File: config.mk
export PLATFORM = sky130hd
export DESIGN_NAME = tcp_receive_frame_filter_unit_flat
export DESIGN_NICKNAME = d
export VERILOG_FILES = /design/src/design/tcprf_pkg.sv /design/src/design/tcprf_if.sv /design/src/design/tcp_receive_frame_filter_unit.sv /design/src/flat_wrapper.sv
export SDC_FILE = /design/constraint.sdc
export NUM_CORES = 1
export LEC_CHECK = 0
export ABC_CLOCK_PERIOD_IN_PS = 9500
export BUFFER_PORTS_ARGS = -buffer_cell sky130_fd_sc_hd__buf_4
export CELL_PAD_IN_SITES_DETAIL_PLACEMENT = 1
export CELL_PAD_IN_SITES_GLOBAL_PLACEMENT = 1
export CORE_MARGIN = 2
export CORE_UTILIZATION = 40
export CTS_BUF_LIST = sky130_fd_sc_hd__clkbuf_4
export DETAILED_ROUTE_END_ITERATION = 12
export PLACE_DENSITY_LB_ADDON = 0.05
export SYNTH_ARGS = -nofsm -noshare
export SYNTH_HDL_FRONTEND = slang
export SYNTH_SLANG_ARGS = --single-unit
File: constraint.sdc
create_clock -name clk_i -period 9.5 [get_ports clk_i]
set_clock_uncertainty 0.1 [all_clocks]
set_input_delay 1.425 -clock clk_i [delete_from_list [all_inputs] [get_ports clk_i]]
set_output_delay 1.425 -clock clk_i [all_outputs]
set_load 0.005 [all_outputs]
File: src/design/tcprf_pkg.sv
// Package: shared types, codes and constants of the TCP receive frame filter.
`default_nettype none

package tcprf_pkg;

  // Default frame length limit; bytes beyond it are dropped
  localparam int unsigned MAX_FRAME_BYTES_DEF = 2048;

  // Depth of the result queue in front of the output channel
  localparam int unsigned RES_DEPTH = 4;

  // Header field constants
  localparam logic [15:0] ETHERTYPE_IPV4 = 16'h0800;
  localparam logic [7:0]  VERSION_MASK   = 8'hF0;
  localparam logic [7:0]  VERSION_IPV4   = 8'h40;
  localparam logic [7:0]  PROTO_TCP      = 8'd6;
  localparam logic [7:0]  IHL_MASK       = 8'h0F;
  localparam logic [7:0]  FLAG_RST       = 8'h04;
  localparam logic [3:0]  MIN_HDR_WORDS  = 4'd5;
  localparam int unsigned MIN_FRAME      = 54;

  // Fixed byte positions in the frame
  localparam int unsigned POS_TYPE_HI  = 12;
  localparam int unsigned POS_TYPE_LO  = 13;
  localparam int unsigned POS_VER_IHL  = 14;
  localparam int unsigned POS_TOT_HI   = 16;
  localparam int unsigned POS_TOT_LO   = 17;
  localparam int unsigned POS_PROTO    = 23;
  localparam int unsigned POS_SRC_0    = 26;
  localparam int unsigned POS_SRC_3    = 29;
  localparam int unsigned POS_IP_START = 14;
  localparam int unsigned POS_TCP_MIN  = 34;

  // Byte offsets within the TCP header
  localparam int unsigned OFS_DPORT_HI = 2;
  localparam int unsigned OFS_DPORT_LO = 3;
  localparam int unsigned OFS_SEQ_0    = 4;
  localparam int unsigned OFS_SEQ_3    = 7;
  localparam int unsigned OFS_DOFF     = 12;
  localparam int unsigned OFS_FLAGS    = 13;

  // Frame verdict codes
  typedef enum logic [3:0] {
    V_OK        = 4'd0,
    V_SHORT     = 4'd1,
    V_ETHERTYPE = 4'd2,
    V_VERSION   = 4'd3,
    V_PROTOCOL  = 4'd4,
    V_SOURCE    = 4'd5,
    V_PORT      = 4'd6,
    V_RESET     = 4'd7,
    V_FLAGS     = 4'd8,
    V_EMPTY     = 4'd9,
    V_TRUNC     = 4'd10
  } verdict_e;

  // Configuration register indexes
  typedef enum logic [1:0] {
    REG_LOCAL_PORT  = 2'd0,
    REG_REMOTE_IP   = 2'd1,
    REG_WAIT_MODE   = 2'd2,
    REG_EXP_FLAGS   = 2'd3
  } reg_idx_e;

  // Segment mode of the current frame
  typedef enum logic [2:0] {
    MODE_HDR  = 3'b001,
    MODE_DATA = 3'b010,
    MODE_WAIT = 3'b100
  } seg_mode_e;

  // Result item kinds
  localparam logic KIND_PAYLOAD = 1'b0;
  localparam logic KIND_VERDICT = 1'b1;

  typedef struct packed {
    logic [7:0] frame_byte;
    logic       frame_last;
  } in_item_t;

  typedef struct packed {
    logic        item_kind;
    logic [7:0]  payload_byte;
    logic [3:0]  verdict;
    logic        reset_seen;
    logic [31:0] ack_number;
    logic [15:0] payload_length;
    logic        run_last;
  } out_item_t;

  typedef struct packed {
    logic [1:0]  index;
    logic [31:0] data;
  } cfg_item_t;

endpackage

`default_nettype wire

File: src/design/tcprf_if.sv
// Interfaces: frame input, result output and configuration write channels.
`default_nettype none

interface tcprf_in_if
  import tcprf_pkg::*;
  ();
  logic     valid;
  logic     ready;
  in_item_t data;
  modport source (output valid, output data, input ready);
  modport sink (input valid, input data, output ready);
endinterface

interface tcprf_out_if
  import tcprf_pkg::*;
  ();
  logic      valid;
  logic      ready;
  out_item_t data;
  modport source (output valid, output data, input ready);
  modport sink (input valid, input data, output ready);
endinterface

interface tcprf_cfg_if
  import tcprf_pkg::*;
  ();
  logic      valid;
  logic      ready;
  cfg_item_t data;
  modport source (output valid, output data, input ready);
  modport sink (input valid, input data, output ready);
endinterface

`default_nettype wire

File: src/design/tcp_receive_frame_filter_unit.sv
// Top level: Ethernet/IPv4/TCP receive filter with payload streaming and verdicts.
// Queueing: a result enters the output queue at the edge that accepts its byte.
//   Throughput: one frame byte per cycle while the queue has room for two results;
//   a byte yields at most two results (payload byte and verdict), and the four-entry
//   result queue sets the rate only when the sink stalls or results outnumber bytes.
// Reset: all registers, the ack register and the queue pointers and count clear; no clearing pass.
`default_nettype none

module tcp_receive_frame_filter_unit
  import tcprf_pkg::*;
#(
  parameter int unsigned MAX_FRAME_BYTES = MAX_FRAME_BYTES_DEF
) (
  input  wire         clk_i,
  input  wire         rst_ni,
  tcprf_in_if.sink    in_i,
  tcprf_cfg_if.sink   cfg_i,
  tcprf_out_if.source out_o
);

  localparam int unsigned POS_W = $clog2(MAX_FRAME_BYTES + 1);
  localparam int unsigned PTR_W = $clog2(RES_DEPTH);
  localparam int unsigned CNT_W = $clog2(RES_DEPTH + 1);

  // Configuration registers
  logic [15:0] local_port_q;
  logic [31:0] remote_ip_q;
  logic        wait_mode_q;
  logic [7:0]  exp_flags_q;

  // Frame state
  logic [POS_W-1:0] pos_q, pos_d;
  logic [31:0]      scratch_q, scratch_d;
  logic [3:0]       ihl_q, ihl_d;
  logic [3:0]       thw_q, thw_d;
  logic [15:0]      tot_q, tot_d;
  logic [31:0]      seq_q, seq_d;
  verdict_e         verdict_q, verdict_d;
  logic [15:0]      rem_q, rem_d;
  logic [15:0]      len_q, len_d;
  seg_mode_e        mode_q, mode_d;
  logic [31:0]      ack_q, ack_d;

  // Result queue
  out_item_t        res_q [RES_DEPTH];
  logic [PTR_W-1:0] wr_ptr_q, rd_ptr_q;
  logic [CNT_W-1:0] cnt_q;

  logic        in_fire, out_fire;
  logic [7:0]  b;
  logic        emit;
  verdict_e    final_v;
  logic [15:0] out_len;
  logic [POS_W-1:0] hdr_end;
  logic [POS_W-1:0] ofs;
  logic [6:0]  hdr_sum;
  out_item_t   pay_item, ver_item;

  assign in_fire  = in_i.valid && in_i.ready;
  assign out_fire = out_o.valid && out_o.ready;
  assign b        = in_i.data.frame_byte;
  assign hdr_end  = POS_W'(POS_IP_START) + POS_W'({ihl_q, 2'b00});
  assign ofs      = pos_q - hdr_end;
  assign hdr_sum  = 7'({ihl_q, 2'b00}) + 7'({thw_q, 2'b00});

  // Take configuration writes at any time
  assign cfg_i.ready = 1'b1;

  always_ff @(posedge clk_i or negedge rst_ni) begin
    if (!rst_ni) begin
      local_port_q <= '0;
      remote_ip_q  <= '0;
      wait_mode_q  <= 1'b0;
      exp_flags_q  <= '0;
    end else if (cfg_i.valid) begin
      unique case (reg_idx_e'(cfg_i.data.index))
        REG_LOCAL_PORT: local_port_q <= cfg_i.data.data[15:0];
        REG_REMOTE_IP:  remote_ip_q  <= cfg_i.data.data;
        REG_WAIT_MODE:  wait_mode_q  <= cfg_i.data.data[0];
        REG_EXP_FLAGS:  exp_flags_q  <= cfg_i.data.data[7:0];
        default:        local_port_q <= local_port_q;
      endcase
    end
  end

  // Parse one frame byte and form its results
  always_comb begin
    pos_d     = pos_q;
    scratch_d = scratch_q;
    ihl_d     = ihl_q;
    thw_d     = thw_q;
    tot_d     = tot_q;
    seq_d     = seq_q;
    verdict_d = verdict_q;
    rem_d     = rem_q;
    len_d     = len_q;
    mode_d    = mode_q;
    ack_d     = ack_q;
    emit      = 1'b0;
    final_v   = V_OK;
    out_len   = '0;

    if (in_fire) begin
      if (pos_q < POS_W'(MAX_FRAME_BYTES)) begin
        pos_d = pos_q + POS_W'(1);
        if (verdict_q == V_OK) begin
          if (pos_q == POS_W'(POS_TYPE_HI)) begin
            scratch_d = {24'h0, b};
          end else if (pos_q == POS_W'(POS_TYPE_LO)) begin
            if ({scratch_q[7:0], b} != ETHERTYPE_IPV4) verdict_d = V_ETHERTYPE;
          end else if (pos_q == POS_W'(POS_VER_IHL)) begin
            if ((b & VERSION_MASK) != VERSION_IPV4) begin
              verdict_d = V_VERSION;
            end else begin
              ihl_d = 4'(b & IHL_MASK);
              if (4'(b & IHL_MASK) < MIN_HDR_WORDS) verdict_d = V_VERSION;
            end
          end else if (pos_q == POS_W'(POS_TOT_HI)) begin
            tot_d = {b, 8'h00};
          end else if (pos_q == POS_W'(POS_TOT_LO)) begin
            tot_d = {tot_q[15:8], b};
          end else if (pos_q == POS_W'(POS_PROTO)) begin
            if (b != PROTO_TCP) verdict_d = V_PROTOCOL;
          end else if (pos_q >= POS_W'(POS_SRC_0) && pos_q <= POS_W'(POS_SRC_3)) begin
            scratch_d = {scratch_q[23:0], b};
            if (pos_q == POS_W'(POS_SRC_3) && remote_ip_q != '0 &&
                scratch_d != remote_ip_q) begin
              verdict_d = V_SOURCE;
            end
          end else if (pos_q >= POS_W'(POS_TCP_MIN) && pos_q >= hdr_end) begin
            if (ofs == POS_W'(OFS_DPORT_HI)) begin
              scratch_d = {24'h0, b};
            end else if (ofs == POS_W'(OFS_DPORT_LO)) begin
              if ({scratch_q[7:0], b} != local_port_q) verdict_d = V_PORT;
            end else if (ofs >= POS_W'(OFS_SEQ_0) && ofs <= POS_W'(OFS_SEQ_3)) begin
              seq_d = {seq_q[23:0], b};
            end else if (ofs == POS_W'(OFS_DOFF)) begin
              thw_d = b[7:4];
            end else if (ofs == POS_W'(OFS_FLAGS)) begin
              // Check flags and fix the segment mode
              if ((b & FLAG_RST) != '0) begin
                verdict_d = V_RESET;
              end else if (wait_mode_q) begin
                if ((b & exp_flags_q) != exp_flags_q) verdict_d = V_FLAGS;
                else mode_d = MODE_WAIT;
              end else if (thw_q < MIN_HDR_WORDS) begin
                verdict_d = V_EMPTY;
              end else if (tot_q <= 16'(hdr_sum)) begin
                verdict_d = V_EMPTY;
              end else begin
                rem_d  = tot_q - 16'(hdr_sum);
                len_d  = tot_q - 16'(hdr_sum);
                mode_d = MODE_DATA;
              end
            end else if (mode_q == MODE_DATA && ofs >= POS_W'({thw_q, 2'b00}) &&
                         rem_q != '0) begin
              rem_d = rem_q - 16'd1;
              emit  = 1'b1;
            end
          end
        end
      end

      // Close the frame on its last byte
      if (in_i.data.frame_last) begin
        if (pos_d < POS_W'(MIN_FRAME))                    final_v = V_SHORT;
        else if (verdict_d != V_OK)                       final_v = verdict_d;
        else if (mode_d == MODE_HDR)                      final_v = V_TRUNC;
        else if (mode_d == MODE_DATA && rem_d != '0)      final_v = V_TRUNC;
        else                                              final_v = V_OK;

        if (final_v == V_OK) begin
          if (mode_d == MODE_DATA) begin
            ack_d   = seq_d + {16'h0, len_d};
            out_len = len_d;
          end else begin
            ack_d = seq_d + 32'd1;
          end
        end

        pos_d     = '0;
        scratch_d = '0;
        ihl_d     = '0;
        thw_d     = '0;
        tot_d     = '0;
        seq_d     = '0;
        verdict_d = V_OK;
        rem_d     = '0;
        len_d     = '0;
        mode_d    = MODE_HDR;
      end
    end
  end

  always_comb begin
    pay_item                = '0;
    pay_item.item_kind      = KIND_PAYLOAD;
    pay_item.payload_byte   = b;
    pay_item.ack_number     = ack_q;

    ver_item                = '0;
    ver_item.item_kind      = KIND_VERDICT;
    ver_item.verdict        = final_v;
    ver_item.reset_seen     = (final_v == V_RESET);
    ver_item.ack_number     = ack_d;
    ver_item.payload_length = out_len;
    ver_item.run_last       = 1'b1;
  end

  always_ff @(posedge clk_i or negedge rst_ni) begin
    if (!rst_ni) begin
      pos_q     <= '0;
      scratch_q <= '0;
      ihl_q     <= '0;
      thw_q     <= '0;
      tot_q     <= '0;
      seq_q     <= '0;
      verdict_q <= V_OK;
      rem_q     <= '0;
      len_q     <= '0;
      mode_q    <= MODE_HDR;
      ack_q     <= '0;
    end else begin
      pos_q     <= pos_d;
      scratch_q <= scratch_d;
      ihl_q     <= ihl_d;
      thw_q     <= thw_d;
      tot_q     <= tot_d;
      seq_q     <= seq_d;
      verdict_q <= verdict_d;
      rem_q     <= rem_d;
      len_q     <= len_d;
      mode_q    <= mode_d;
      ack_q     <= ack_d;
    end
  end

  // Result queue: push up to two items, pop one per output transaction
  logic             push_ver;
  logic [1:0]       n_push;

  assign push_ver = in_fire && in_i.data.frame_last;
  assign n_push   = {1'b0, emit} + {1'b0, push_ver};

  assign in_i.ready  = (cnt_q <= CNT_W'(RES_DEPTH - 2));
  assign out_o.valid = (cnt_q != '0);
  assign out_o.data  = res_q[rd_ptr_q];

  always_ff @(posedge clk_i) begin
    if (emit) begin
      res_q[wr_ptr_q] <= pay_item;
      if (push_ver) res_q[wr_ptr_q + PTR_W'(1)] <= ver_item;
    end else if (push_ver) begin
      res_q[wr_ptr_q] <= ver_item;
    end
  end

  always_ff @(posedge clk_i or negedge rst_ni) begin
    if (!rst_ni) begin
      wr_ptr_q <= '0;
      rd_ptr_q <= '0;
      cnt_q    <= '0;
    end else begin
      wr_ptr_q <= wr_ptr_q + PTR_W'(n_push);
      if (out_fire) rd_ptr_q <= rd_ptr_q + PTR_W'(1);
      cnt_q <= cnt_q + CNT_W'(n_push) - CNT_W'(out_fire);
    end
  end

endmodule

`default_nettype wire
File: src/flat_wrapper.sv
// flat-port wrapper written by rule: the top's interface ports become plain ports
module tcp_receive_frame_filter_unit_flat import tcprf_pkg::*;
#(
  parameter int unsigned MAX_FRAME_BYTES = MAX_FRAME_BYTES_DEF
)
  (clk_i, rst_ni, in_i_valid, in_i_data, in_i_ready, cfg_i_valid, cfg_i_data, cfg_i_ready, out_o_valid, out_o_data, out_o_ready);
  tcprf_in_if in_i_i ();
  tcprf_cfg_if cfg_i_i ();
  tcprf_out_if out_o_i ();
  input  wire clk_i;
  input  wire rst_ni;
  input wire logic [$bits(in_i_i.valid)-1:0] in_i_valid;
  input wire logic [$bits(in_i_i.data)-1:0] in_i_data;
  output wire logic [$bits(in_i_i.ready)-1:0] in_i_ready;
  input wire logic [$bits(cfg_i_i.valid)-1:0] cfg_i_valid;
  input wire logic [$bits(cfg_i_i.data)-1:0] cfg_i_data;
  output wire logic [$bits(cfg_i_i.ready)-1:0] cfg_i_ready;
  output wire logic [$bits(out_o_i.valid)-1:0] out_o_valid;
  output wire logic [$bits(out_o_i.data)-1:0] out_o_data;
  input wire logic [$bits(out_o_i.ready)-1:0] out_o_ready;
  assign in_i_i.valid = in_i_valid;
  assign in_i_i.data = in_i_data;
  assign in_i_ready = in_i_i.ready;
  assign cfg_i_i.valid = cfg_i_valid;
  assign cfg_i_i.data = cfg_i_data;
  assign cfg_i_ready = cfg_i_i.ready;
  assign out_o_valid = out_o_i.valid;
  assign out_o_data = out_o_i.data;
  assign out_o_i.ready = out_o_ready;
  tcp_receive_frame_filter_unit #(.MAX_FRAME_BYTES(MAX_FRAME_BYTES)) u_core (.clk_i(clk_i), .rst_ni(rst_ni), .in_i(in_i_i), .cfg_i(cfg_i_i), .out_o(out_o_i));
endmodule
==> impl_results.md, run 1 <==
- Post-synthesis mux area share: between 10% and 20%
- Clk root buf: clkbuf_4
- Post-synthesis instance area: about 0.026 mm²
- Leakage: ~12 nW
- Final WS setup: 1.31 ns
- Clock Latency Late Sink: about 0.97 ns
- Clk slew on worst S/H paths: 0.06 ns
- Synthesis-stage register bit count: 475
- DR DRC count: 0
- Slew Limit Fails: 0
- Starting Density: around 40%
- Share of cells above drive strength 1: between 20% and 30%
- H-tree levels: 4
- Synth Flop Type: dfrtp_1
- CP Class: reg -> reg
- Area contributors post-synth: edfxtp_1, dfrtp_1, mux4_2
- Final Setup Violations: 0
- Area delta synth->final: 13.4%
- Fin nets: around 2,600
- Die Y-Extent: 257 µm
- Post-CTS setup buffers: 0
- Required @ worst endpoint: about 10 ns
- Largest net degree at the start of global routing: 138
- Ys async rst share: 47.8%
- I/O Pins: between 100 and 150
- Simple-Gate Fraction of Synth Area: ~14%
- Final TNS setup: 0 ns
- MaxCap Viol Count: 0
- TritonCTS clock tree: built
- Tot GR Track Use: 25.5%
- Hold crit path type: reg -> reg
- Synth top area share: roughly 25%
- EDFF count, synth: between 200 and 250
- First-pass GRT wire length: 129,000 µm
- Grt ovf: 0
- Most numerous cell in the Yosys netlist: nand2_1
- Fin crit period: roughly 8.2 ns
- Cell variety after synth: 89
- Crit. End Element: flop
- Finished Layout Cells: approximately 3,400
- Core Footprint: 0.0632 mm²
- F_max: around 120 MHz
- Tcrit/Tclk final: around 86%
- CP max FO: 15
- Vias: slightly above 20,000
- Final-report hold violation count: 0
- Placed Cells: between 3,000 and 4,000
- Longest Clk Path Bufs: 3
- Final antenna-violating net count: 0
- Least-Margin Pin Slew: around 1.1 ns
- Setup WS pre-CTS: 1.37 ns
- Fill count: 6,834
- Yosys top cell by area: edfxtp_1
- Synth Area in Adders: 2.78%
- VDD IR max: 0.171 mV
- Detailed Routing Iterations Pass 1: 5
- Status: finished clean
- # clock sinks: about 480
- Compound-gate portion of the synthesized area: ~16%
- Final WL: roughly 84,000 µm
- Cell count after synthesis: roughly 2,300
- Hold buffer count at cts: 0
- DIE AREA: 0.0661 mm²
- Post-Synth XOR/XNOR Area: under 10%
- Initial antenna violation count: 2
- Iter 0 DRT Violations: roughly 1,200
- Post-synth top cells: nand2_1, dfrtp_1, edfxtp_1
- Sequential fraction of the synthesis area: around 50%
- PD cells: roughly 240 mW/mm²
- Syn_nets: between 2,000 and 2,500
- Final RePlAce weighted congestion: 0.864
- Drt wl/cell: roughly 25 µm
- Mean area per synthesized cell: about 11 µm²
- Vias in the first global route: about 21,000
- Inserted Clock Buffers: ~140
- Via density: about 5.9
- HPWL after DPL: between 50,000 and 60,000 µm
- Site row count: 92
- Yosys warning count: 0
- Startpoint Class: flop
- Slew margin rel.: 24.4%
- DIE WIDTH: between 200 and 300 µm
- Critical Path AT: 8.80 ns
- Post-cts sizing count: 0
- PortBufs: approximately 110
- Main combinational cell family by area after synthesis: compound AO/OA/AOI/OAI gates
- RSZ-0062 raised after global routing: no
==> through the flow <==
stage	utilization, %	cell area (µm²)	total power [mW]	hold WS [ns]
floorplan	-	25600	3.99	0.318
global placement	43.0	27200	4.95	0.328
detailed placement	43.0	27200	5.00	0.341
CTS	46.0	29100	7.13	0.349
global route	46.0	29100	7.45	0.366
finish	46.0	29100	7.03	0.350
==> critical path, cell delays in order (launching register included) <==
cell      delay [ns]
dfrtp_1         0.43
inv_1           0.09
ha_1            0.22
nand3b_1        0.18
ha_1            0.25
or3_1           0.40
or3_1           0.41
a221oi_2        0.61
nand3_1         0.44
or4_1           0.81
and2_1          0.29
a21o_1          0.35
nor2_1          0.22
inv_1           0.08
fa_1            0.42
nor2b_1         0.12
o21ai_0         0.10
a21boi_0        0.20
o21ai_0         0.17
a311o_1         0.38
nand4_1         0.14
a41oi_1         0.26
nor3_1          0.44
nand3_1         0.15
xor2_1          0.16
mux2i_1         0.17
a32o_1          0.33
==> layer usage <==
layer | GRT usage, % | wire [µm]
met5 | 0 | 13
met2 | 42.8 | 41500
met3 | 4.46 | 3610
met1 | 33.6 | 37000
met4 | 7.80 | 1730
==> power by group <==
group | switching (mW) | internal (mW)
clock network | 0.931 | 1.16
logic | 1.34 | 0.967
registers | 0.252 | 2.38
total | 2.52 | 4.51
==> path summary, 6_finish.rpt <==
path | start | cells past startpoint | slack (ns) | to
hold / removal | u_core.res_q[2][0] | 2 | 0.35 | u_core.res_q[2][0]
min in group asynchronous | rst_ni | 1 | 0.37 | u_core.pos_q[6]
setup reg to reg | u_core.ihl_q[0] | 26 | 1.31 | u_core.res_q[0][41]
max in group asynchronous | rst_ni | 2 | 7.65 | u_core.seq_q[18]
setup / recovery | u_core.ihl_q[0] | 26 | 1.31 | u_core.res_q[0][41]
hold reg to reg | u_core.res_q[2][0] | 2 | 0.35 | u_core.res_q[2][0]
==> state kept, by name, indices dropped and copies added, names as in the netlist, 3 cells and up <==
register	cells
u_core.seq_q	32
u_core.res_q	248
u_core.pos_q	12
u_core.tot_q	16
u_core.thw_q	4
u_core.cnt_q	3
u_core.ack_q	32
u_core.rem_q	16
u_core.exp_flags_q	8
u_core.remote_ip_q	32
u_core.local_port_q	16
u_core.scratch_q	24
u_core.mode_q	3
u_core.verdict_q	4
u_core.ihl_q	4
u_core.len_q	16
==> cell families (layout without fill, tap and decap cells) <==
kind of cell	Yosys count	in the layout
DFF	475	475
other	1	2
and+or+nand+nor	736	736
muxes	176	176
xor gates and xnor gates	108	108
adders and majority gates	54	54
AOI/OAI and AO/OA	555	555
buffers and inverters	216	454
==> layout by cell type (no fill, tap or decap), types with 15 or more instances in the layout <==
cell        n
nand2_1   274
dfrtp_1   224
clkbuf_4  222
edfxtp_1  212
nor2_1    191
buf_4     147
a32o_1    132
o21ai_0   106
mux2_2     91
a21oi_1    89
mux4_2     62
xnor2_1    60
ha_1       49
inv_1      48
nand3_1    48
xor2_1     48
dfxtp_1    36
nand4_1    34
o31ai_1    32
nor3_1     31
a22o_1     27
nor4_1     26
mux2i_1    23
clkinv_1   21
a22oi_1    20
nor2b_1    19
nand2b_1   19
a21o_1     19
and2_1     15
==> cell type report <==
cell class	count	area (µm²)	share of cell area (%)
repair buffers	150	1160	3.99
well taps	846	1060	3.64
clock buffers	222	1670	5.73
multi-input cells	1630	12000	41.2
clock inverters	31	238	0.818
diodes	1	2.50	0.00861
flip-flops and latches	475	12800	44.0
inverters	51	194	0.667
Note: power is estimated with default switching activity, not from simulation.
==> run 2, diff against run 1 <==
==> constraint.sdc (replaced) <==
create_clock -name clk_i -period 9.5 [get_ports clk_i]
set_clock_uncertainty 0.1 [all_clocks]
set_input_delay 0.95 -clock clk_i [delete_from_list [all_inputs] [get_ports clk_i]]
set_output_delay 0.95 -clock clk_i [all_outputs]
set_load 0.005 [all_outputs]
==> run 2 against run 1 <==
Compared with the run above: cell count decreased by 0.32%; first-iteration DRC count increased by 12%; non-clock buffer count increased by 1; via count increased by 0.34%; sequential share of layout area increased by 0.087 points; clock power decreased by 2%; count of clock-buffer cells in the layout decreased by 12; highest routed layer is now met4.
==> impl_results.md, run 2 (same netlist as run 1, synthesis figures left out) <==
- Reg-to-reg slack, setup: approximately 1.2 ns
- DIE WIDTH: around 260 µm
- Clock Latency Late Sink: approximately 0.99 ns
- Starting Density: between 40 and 50%
- CP max FO: 15
- DIE AREA: approximately 0.066 mm²
- Vias in the first global route: around 21,000
- Final Setup Violations: 0
- CP Class: reg -> reg
- Worst flop-to-flop path startpoint: u_core.ihl_q[0]
- Hold crit path type: in -> reg
- Final antenna-violating net count: 0
- Psw: ~2.5 mW
- Longest Clk Path Bufs: 3
- Met2 WL: about 40,000 µm
- Drt wl/cell: between 20 and 25 µm
- Top layer in use: met4
- Worst r2r dst: u_core.res_q[0][41]
- Slew margin rel.: about 20%
- Tot GR Track Use: approximately 26%
- First-pass GRT wire length: ~130,000 µm
- Post-CTS setup buffers: 0
- M1 wire length: about 37,000 µm
- Slew Limit Fails: 0
- H-tree levels: 4
- Inserted Clock Buffers: 140
- Clk slew on worst S/H paths: around 0.070 ns
- HPWL after DPL: around 56,000 µm
- R2R depth: 27
- Crit-path max cell delay: about 0.81 ns
- Clock share of power: between 20 and 30%
- Most frequent cells in the layout: nand2_1, dfrtp_1, edfxtp_1, clkbuf_4, nor2_1
- Initial antenna violation count: 3
- Worst setup path endpoint: u_core.res_q[0][41]
- Tcrit/Tclk final: between 80% and 90%
- Fin area: around 0.029 mm²
- Final-report hold violation count: 0
- Reg power frac: between 30% and 40%
- Startpoint Class: flop
- MaxCap Viol Count: 0
- CP most frequent cell: inv_1
- Detailed Routing Iterations Pass 1: 5
- # clock sinks: 475
- RSZ-0062 raised after global routing: no
- F_max: between 100 and 150 MHz
- Final WL: between 80,000 and 90,000 µm
- PD cells: approximately 240 mW/mm²
- Vias: between 20,000 and 25,000
- TritonCTS clock tree: built
- Share of cells above drive strength 1: approximately 22%
- Clk root buf: clkbuf_4
- Leakage: 11.6 nW
- Critical Path AT: between 8 and 9 ns
- Required @ worst endpoint: 10.11 ns
- Comb pwr share: 33.0%
- DR DRC count: 0
- Final cell utilization of the core: a little under half
- Iter 0 DRT Violations: between 1,000 and 1,500
- Grt ovf: 0
- Status: finished clean
- Commonest non-fill, non-tap cell in the layout: nand2_1
- Met3 WL: 4080 µm
- Least-Margin Pin Slew: ~1.2 ns
- Placed instance area: approximately 0.027 mm²
- Final RePlAce weighted congestion: just under 0.9
- I/O Pins: about 110
- Via density: slightly below 6
- Largest net degree at the start of global routing: ~140
- Site row count: 92
- Switching Share: 36.0%
- Core Footprint: 0.0632 mm²
- PortBufs: ~110
- Area delta synth->final: 13.1%
- Largest register by flop count: u_core.res_q
- Fin nets: 2,551
- VDD IR max: between 0.15 and 0.2 mV
- Largest register FFs: between 200 and 250
- Slowest-stage cell, CP: or4_1
- Fin crit period: 8.26 ns
- Die Y-Extent: 257 µm
- Setup crit start: u_core.ihl_q[0]
- Pint: roughly 4.5 mW
- Final TNS setup: 0 ns
- Crit. End Element: flop
-- run 2: cell types whose count changed in the layout (fill, tap and decap cells not counted), sizes merged, moves of 2 or more --
cell | previous run | this run
diode | 1 | 3
clkinvlp | 3 | 1
clkbuf | 222 | 210
clkinv | 24 | 22
-- run 2: through the flow --
step	setup WS (ns)	power [mW]	std cells	hold slack (ns)
final	1.24	7.01	3395	0.138
after global routing	0.503	7.42	3393	0.0406
after CTS	1.40	7.10	3392	0.0128
after detailed placement	1.36	5.00	3152	0.341
after global placement	1.65	4.94	3152	0.328
after floorplan	2.71	3.99	2321	0.318
-- run 2: worst min-delay path by stage --
stage	startpoint	to	slack, ns	cells past startpoint
after floorplan	u_core.res_q[1][0]	u_core.res_q[1][0]	0.32	2
after global placement	u_core.res_q[0][0]	u_core.res_q[0][0]	0.33	2
after detailed placement	u_core.res_q[0][0]	u_core.res_q[0][0]	0.34	2
after CTS	cfg_i_data[11]	u_core.remote_ip_q[11]	0.01	2
after global routing	cfg_i_data[22]	u_core.remote_ip_q[22]	0.04	2
final	cfg_i_data[11]	u_core.local_port_q[11]	0.14	2
-- run 2: power groups by stage --
stage | clock, mW | sequential, mW | combinational (mW)
after floorplan | 0 | 2.53 | 1.46
after detailed placement | 0 | 2.67 | 2.33
final | 2.06 | 2.63 | 2.31
after CTS | 2.14 | 2.63 | 2.33
after global routing | 2.24 | 2.67 | 2.51
after global placement | 0 | 2.66 | 2.28
-- run 2: worst max-delay path: cells and delay by family (launching register included) --
family          cells  cell delay (ns)
mux                 1             0.16
flops               1             0.44
buf+inv             3             0.27
fa+ha+maj           3             1.01
xor+xnor            1             0.15
compound gates     10             3.01
simple gates        9             2.88
-- run 2: final cells by class --
class	instances	area (µm²)
clock buffers	210	1580
repair buffers	151	1170
clock inverters	29	255
flip-flops and latches	475	12800
inverters	51	194
diodes	3	7.51
fillers	6848	34200
well taps	846	1060
multi-input cells	1630	12000
-- run 2: routing by layer --
metal,GRT usage (%),vias to the layer above
li1,-,9111
met1,33.5,10389
met2,42.2,514
met3,5.14,157
met4,10.4,0
met5,0,-
-- run 2: what timing repair did --
| item | CTS | global route |
|---|---|---|
| gates resized for setup | 0 | 0 |
| endpoints found under the hold margin | 89 | 0 |
| hold buffers | 1 | 0 |
